## config.mk

```make
export PLATFORM = sky130hd
export DESIGN_NAME = irn_map
export DESIGN_NICKNAME = d
export VERILOG_FILES = /design/src/sv/irn_pkg.sv /design/src/sv/irn_map.sv
export SDC_FILE = /design/constraint.sdc
export NUM_CORES = 2
export LEC_CHECK = 0
export ABC_AREA = 0
export BUFFER_PORTS_ARGS = -buffer_cell sky130_fd_sc_hd__buf_2
export CORE_MARGIN = 4
export CORE_UTILIZATION = 40
export DETAILED_ROUTE_END_ITERATION = 10
export RECOVER_POWER = 50
export SETUP_SLACK_MARGIN = 0.02
export SLEW_MARGIN = 20
export SYNTH_ARGS = -nofsm -noshare
export SYNTH_HDL_FRONTEND = slang
export SYNTH_SLANG_ARGS = --single-unit
export TNS_END_PERCENT = 100
```

## constraint.sdc

```tcl
create_clock -name clk -period 7.91 [get_ports clk]
set_clock_uncertainty 0.1 [all_clocks]
set_input_delay 0.791 -clock clk [delete_from_list [all_inputs] [get_ports clk]]
set_output_delay 0.791 -clock clk [all_outputs]
set_load 0.05 [all_outputs]
```

## src/sv/irn_pkg.sv

```systemverilog
package irn_pkg;

  localparam int MAX_SOURCE_WIDTH  = 128;
  localparam int MAX_SOURCE_HEIGHT = 128;
  localparam int FRACTION_BITS     = 14;

  localparam int FRAME_DEPTH = MAX_SOURCE_WIDTH * MAX_SOURCE_HEIGHT;
  localparam int ADDR_BITS   = $clog2(FRAME_DEPTH);

  localparam int COORD_BITS = 9;
  localparam int COEF_BITS  = 16;
  localparam int PROD_BITS  = COORD_BITS + COEF_BITS;
  localparam int SUM_BITS   = ((FRACTION_BITS + 8 > PROD_BITS + 1) ?
                               FRACTION_BITS + 8 : PROD_BITS + 1) + 1;
  localparam int Q_BITS     = SUM_BITS - FRACTION_BITS;

  localparam logic [7:0] WHITE_LEVEL = 8'd255;

  localparam logic KIND_LOAD  = 1'b0;
  localparam logic KIND_QUERY = 1'b1;

  localparam int CFG_INDEX_BITS = 3;
  localparam logic [CFG_INDEX_BITS-1:0] REG_COSINE        = 3'd0;
  localparam logic [CFG_INDEX_BITS-1:0] REG_SINE          = 3'd1;
  localparam logic [CFG_INDEX_BITS-1:0] REG_SOURCE_WIDTH  = 3'd2;
  localparam logic [CFG_INDEX_BITS-1:0] REG_SOURCE_HEIGHT = 3'd3;
  localparam logic [CFG_INDEX_BITS-1:0] REG_DEST_WIDTH    = 3'd4;
  localparam logic [CFG_INDEX_BITS-1:0] REG_DEST_HEIGHT   = 3'd5;

  typedef struct packed {
    logic       kind;
    logic [7:0] column;
    logic [7:0] row;
    logic [7:0] red_in;
    logic [7:0] green_in;
    logic [7:0] blue_in;
  } item_t;

  typedef struct packed {
    logic [7:0] red_out;
    logic [7:0] green_out;
    logic [7:0] blue_out;
    logic       outside;
  } result_t;

  typedef struct packed {
    logic        valid;
    logic        kind;
    logic [7:0]  column;
    logic [7:0]  row;
    logic [23:0] pixel;
  } tag_t;

  typedef struct packed {
    logic                 valid;
    logic                 query;
    logic                 write;
    logic                 outside;
    logic [ADDR_BITS-1:0] addr;
    logic [23:0]          pixel;
  } access_t;

  typedef struct packed {
    logic valid;
    logic outside;
  } read_t;

endpackage

```

## src/sv/irn_map.sv

```systemverilog
module irn_map (
  input  logic                                   clk,
  input  logic                                   rst,
  input  logic                                   accept,
  input  irn_pkg::item_t                         item,
  input  logic signed [irn_pkg::COEF_BITS-1:0]   cosine_q14,
  input  logic signed [irn_pkg::COEF_BITS-1:0]   sine_q14,
  input  logic [7:0]                             sw,
  input  logic [7:0]                             sh,
  input  logic [7:0]                             dest_width,
  input  logic [7:0]                             dest_height,
  output irn_pkg::access_t                       access
);

  localparam int SB = irn_pkg::SUM_BITS;
  localparam int FB = irn_pkg::FRACTION_BITS;
  localparam int QB = irn_pkg::Q_BITS;
  localparam int AB = irn_pkg::ADDR_BITS;
  localparam logic [SB-1:0] BIAS = SB'((1 << FB) - 1);

  irn_pkg::tag_t tag1, tag2, tag3;

  logic signed [irn_pkg::COORD_BITS-1:0] x1, y1;
  logic signed [irn_pkg::PROD_BITS-1:0]  xc2, ys2, xs2, yc2;
  logic signed [SB-1:0]                  px3, py3;

  logic [SB-1:0]        offset_x, offset_y;
  logic signed [SB-1:0] rx, ry;
  logic [QB-1:0]        qx, qy;
  logic                 q_out;
  logic                 load_ok;
  logic [AB-1:0]        q_addr, l_addr;

  assign offset_x = SB'(sw[7:1]) << FB;
  assign offset_y = SB'(sh[7:1]) << FB;

  always_ff @(posedge clk) begin
    if (rst) begin
      tag1.valid   <= 1'b0;
      tag2.valid   <= 1'b0;
      tag3.valid   <= 1'b0;
      access.valid <= 1'b0;
    end else begin
      tag1.valid   <= accept;
      tag2.valid   <= tag1.valid;
      tag3.valid   <= tag2.valid;
      access.valid <= tag3.valid;
    end
    tag1.kind   <= item.kind;
    tag1.column <= item.column;
    tag1.row    <= item.row;
    tag1.pixel  <= {item.red_in, item.green_in, item.blue_in};
    x1 <= $signed({1'b0, item.column}) - $signed({2'b00, dest_width[7:1]});
    y1 <= $signed({1'b0, item.row}) - $signed({2'b00, dest_height[7:1]});

    {tag2.kind, tag2.column, tag2.row, tag2.pixel} <=
      {tag1.kind, tag1.column, tag1.row, tag1.pixel};
    xc2 <= x1 * cosine_q14;
    ys2 <= y1 * sine_q14;
    xs2 <= x1 * sine_q14;
    yc2 <= y1 * cosine_q14;

    {tag3.kind, tag3.column, tag3.row, tag3.pixel} <=
      {tag2.kind, tag2.column, tag2.row, tag2.pixel};
    px3 <= SB'(xc2) - SB'(ys2) + offset_x;
    py3 <= SB'(xs2) + SB'(yc2) + offset_y;

    access.query   <= (tag3.kind == irn_pkg::KIND_QUERY);
    access.write   <= (tag3.kind == irn_pkg::KIND_LOAD) && load_ok;
    access.outside <= q_out;
    access.addr    <= (tag3.kind == irn_pkg::KIND_QUERY) ? q_addr : l_addr;
    access.pixel   <= tag3.pixel;
  end

  // truncate toward zero
  always_comb begin
    rx = px3 + (px3[SB-1] ? BIAS : '0);
    ry = py3 + (py3[SB-1] ? BIAS : '0);
    qx = rx[SB-1:FB];
    qy = ry[SB-1:FB];
    q_out = qx[QB-1] || qy[QB-1] || (qx >= QB'(sw)) || (qy >= QB'(sh));
    q_addr = AB'(qy) * AB'(irn_pkg::MAX_SOURCE_WIDTH) + AB'(qx);
    l_addr = AB'(tag3.row) * AB'(irn_pkg::MAX_SOURCE_WIDTH) + AB'(tag3.column);
    load_ok = (32'(tag3.column) < irn_pkg::MAX_SOURCE_WIDTH) &&
              (32'(tag3.row) < irn_pkg::MAX_SOURCE_HEIGHT);
  end

endmodule

```

# Word level (Yosys, flattened, before mapping)
# Index checks and enable logic that the tools add are counted.
# word_totals
elab_cells	56
inputBits	108
ff_bits	340
output_inout_bits	42
# classes
bitwise_logic	1
n_mul	4
n_addsub	10
n_mux	3
n_reduce_logical	5
magnitude_cmp	4
# op_table
op	n
9-bit by 16-bit multiplier with 25-bit output	4
26-bit by 22-bit adder with 27-bit output	2
27-bit by 14-bit adder with 27-bit output	2
14-bit 2-to-1 mux	3
25-bit by 25-bit adder with 26-bit output	1
13-bit by 8-bit >= comparator with 1-bit output	2
25-bit by 25-bit subtractor with 26-bit output	1
8-bit by 7-bit subtractor with 9-bit output	2
8-bit less-than comparator (second input constant)	2
14-bit by 13-bit adder with 14-bit output	1
14-bit by 8-bit adder with 14-bit output	1
1-bit logical OR	3
1-bit logical AND	2
1-bit NOT	1

# Logic depth before layout (Yosys ltp)
# depth
depth_word	5
ltp_mapped	22
ltp_nobuf	20

# Least setup slack after synthesis
# No wires, ideal clock.
# synth_timing
path_type	input -> register
from	input port cosine_q14[5] (netlist bit)
to	register xc2[23] (netlist bit)
path_stages	22
setup_time_ns	0.072
n_path_buf	2
t_required_ns	7.738
arrival_time_ns	5.672
slack_ns	2.066
path_cell_list	clkbuf_1 -> clkbuf_1 -> nand2_1 -> fa_1 -> inv_1 -> fa_1 -> ha_1 -> inv_1 -> fa_1 -> inv_1 -> ha_1 -> ha_1 -> fa_1 -> a21o_1 -> a21oi_1 -> nor2b_1 -> o21a_1 -> o31ai_1 -> o21a_1 -> a21boi_0 -> a211oi_1 -> xnor2_1
# synth_between
elab_chain_cells	1
# synth_lines
item	line_no	source
start: declaration	irn_map.sv:6	input logic signed [irn_pkg::COEF_BITS-1:0] cosine_q14,
9-bit by 16-bit multiplier with 25-bit output	irn_map.sv:58	xc2 <= x1 * cosine_q14;
end signal: assignment	irn_map.sv:58	
end: declaration	irn_map.sv:24	logic signed [irn_pkg::PROD_BITS-1:0] xc2, ys2, xs2, yc2;
# No other way between the ends.
# A chain may end at the register's enable or synchronous reset.

# Final worst setup path
# layout_timing
from	register x1[0] (netlist bit)
to	register xs2[23] (netlist bit)
# layout_between
elab_chain_cells	1
# layout_lines
item	line_no	source
start: declaration	irn_map.sv:23	logic signed [irn_pkg::COORD_BITS-1:0] x1, y1;
start signal: assignment	irn_map.sv:53	x1 <= $signed({1'b0, item.column}) - $signed({2'b00, dest_width[7:1]});
9-bit by 16-bit multiplier with 25-bit output	irn_map.sv:60	xs2 <= x1 * sine_q14;
end signal: assignment	irn_map.sv:60	
end: declaration	irn_map.sv:24	
# No other way between the ends.

==> flow_metrics.tcl <==
set metrics [dict create \
    outcome "complete, but fails checks" \
    violations "capacitance limit, slew limit" \
    gp_routability_congestion 0.840 \
    worstRegToRegCells 21 \
    antenna_found_initial 7 \
    path_common_cell "fa_1" \
    cts_resized 0 \
    relSlewSlack_pct -8.90 \
    fp.dieW_um 289 \
    numCtsBuffers 38 \
    grt_pass1_vias 22000 \
    r2r_start "x1[0]" \
    postSynthCellCount 3159 \
    fillers 7579 \
    ys_warn_count 0 \
    clk_latency_ns 0.56 \
    syn_area_sq_um 31600 \
    rsz0062_at_grt "no" \
    nNetsFinal 4233 \
    tightest_slew_ns 1.63 \
    io_pins 150 \
    worstHoldEndpoint "tag3[6]" \
    worst_ep_required_time_ns 8.29 \
    rows 102 \
    syn_to_final_growth_pct 10.0 \
    yosysTopAreaCellShare_pct 31.3 \
    worstHoldStart "tag2[6]" \
    slowest_stage "clkbuf_1" \
    fin_area_sq_um 34800 \
    ys_seq_area_share_pct 21.5 \
    max_freq_mhz 147 \
    initial_utilization_pct 40.6 \
    grt.total_usage_pct 18.2 \
    hold_viol 0 \
    mostFrequentLayoutCell "inv_1" \
    die_h_um 289 \
    r2r-end "xs2[23]" \
    worst_setup_path_end_kind "flop" \
    grt-ovfl-total 0 \
    max_stage_delay_ns 0.87 \
    h-tree-depth 2 \
    wirelength_um 73000 \
    vias_per_cell 4.86 \
    dp_hpwl_um 58300 \
    clkSinkCount 340 \
    finalCritPeriodShare_pct 85.8 \
    ys_types 72 \
    drtIter0Drc 890 \
    synth_flop_cell "dfxtp_1" \
    holdCritPathClass "flop to flop" \
    drive_gt1_share_pct 7.63 \
    worstPathCellList "clkbuf_1 -> nand2_1 -> fa_1 -> inv_1 -> fa_1 -> ha_1 -> inv_1 -> fa_1 -> inv_1 -> ha_1 -> ha_1 -> fa_1 -> a21o_1 -> a21oi_1 -> nor2b_1 -> o221a_4 -> o31ai_4 -> a211oi_1 -> a41o_1 -> o41ai_2 -> xnor2_1" \
    maxCapViolCount 1 \
    synth_seq_cells 340 \
    fin_ws_ns 1.13 \
    placed_cell_area_sq_um 33500 \
    min_path_cells 0 \
    layout_common_cells "501 x inv_1, 495 x fa_1, 358 x ha_1, 339 x dfxtp_1, 311 x nand2_1" \
    finalSetupViolations 0 \
    r2r_slack_ns 1.13 \
    core_area_sq_um 77800 \
    ys_top_cells_by_area "fa_1 31%, dfxtp_1 22%, ha_1 14%" \
    remaining_drc_errors 0 \
    dpl_worst_slack_ns 1.46 \
    finalSetupTns_ns 0 \
    wl_per_cell_um 16.8 \
    vias 21100 \
    crit_type "flop to flop" \
    dr.pass1.iters 5 \
    final_util_pct 44.7 \
    hold_buffers 0 \
    multiInputGateArea_sq_um 22600 \
    clk_pin_slew_ns 0.06 \
    cts_tree "yes" \
    startpoint_type "flop" \
    cts_root_buf "clkbuf_16" \
    grt_pass1_wl_um 120000 \
    worstPathArrival_ns 7.17 \
    cp_max_fo 15 \
    async_flop_share_pct 0 \
    finalCriticalPeriod_ns 6.78 \
    avgSynthCellArea_sq_um 10.0 \
    postCtsSetupBuffers 0 \
    synth_edf_count 0 \
    synth_fp_nets 4120 \
    yosysTopAreaCell "fa_1" \
    dieArea_sq_um 83600 \
    seqCellArea_sq_um 6810 \
    drt.antenna.violating_nets 0 \
    max-clock-path-buffers 3 \
    maxSlewViolCount 33 \
    grt_max_degree 33 \
    port-buffer-count 147 \
]
[registers in the layout, summed over array words and instances (netlist names), 27 cells and up]
| signal | flops |
|---|---|
| access | 42 |
| tag1 | 42 |
| tag2 | 42 |
| tag3 | 42 |
| px3 | 27 |
| py3 | 27 |
[worst max-delay path, delay by kind of cell, from the launching register on]
kind / cells / cell delay, ns
fa+ha+maj: 7 / 2.76
compound gates: 7 / 1.58
buf+inv: 4 / 1.01
flops: 1 / 0.77
simple gates: 2 / 0.32
xor+xnor: 1 / 0.15
[cells in the mapped netlist, drive strengths merged (7+ instances only)]
cell,count
inv,501
ha,358
nand4,7
o21a,21
mux2,7
clkbuf,94
fa,495
o21ai,58
xor2,56
dfxtp,340
nor3,32
and2,256
a21oi,96
o31ai,8
nand3,32
nor2,121
o21bai,17
a31oi,12
xnor2,129
nor2b,29
a21o,48
nand2b,23
a211oi,13
nand2,311
and3,13
[stage by stage]
stage | hold WS, ns | instances
after detailed placement | 0.212 | 4272
final | 0.215 | 4344
after floorplan | 0.210 | 3159
after global routing | 0.193 | 4341
after global placement | 0.210 | 4272
after CTS | 0.193 | 4341
[final cells by class]
| cell class | instances | area share (%) |
|---|---|---|
| clock buffer | 50 | 3.06 |
| inverter | 502 | 5.42 |
| clock inverter | 19 | 0.820 |
| timing repair buffer | 169 | 2.50 |
| multi-input combinational | 2221 | 64.9 |
| tap | 1040 | 3.74 |
| sequential | 340 | 19.6 |
| antenna | 3 | 0.0216 |
[how the worst max path moves through the flow]
stage,startpoint,end,slack (ns),cells past startpoint
6_report,x1[0],xs2[23],1.13,21
2_1_floorplan,cosine_q14[5],xc2[23],2.07,22
4_1_cts,y1[0],yc2[23],1.62,18
5_1_grt,y1[1],yc2[23],0.76,19
3_5_place_dp,cosine_q14[7],yc2[23],1.46,20
3_3_place_gp,cosine_q14[7],yc2[23],1.49,20
[layer usage]
layer / vias to the layer above / share of wire (%) / GRT usage (%)
met5: - / 0.074 / 0
met3: 86 / 5.6 / 2.54
met4: 6 / 2.4 / 4.33
met2: 504 / 46 / 30.2
li1: 10100 / - / -
met1: 10400 / 46 / 25.4
[logic make-up after synthesis]
family                     share of synthesized area [%]
and+or+nand+nor                                     13.4
DFF                                                 21.5
adders and majority gates                           45.5
AOI/OAI and AO/OA                                   7.05
buffers and inverters                               7.10
xor gates and xnor gates                            5.12
muxes                                              0.313
Power is left out: the tool's default activity adds up to more than one toggle a clock period on the data nets, which glitch-free logic cannot reach.
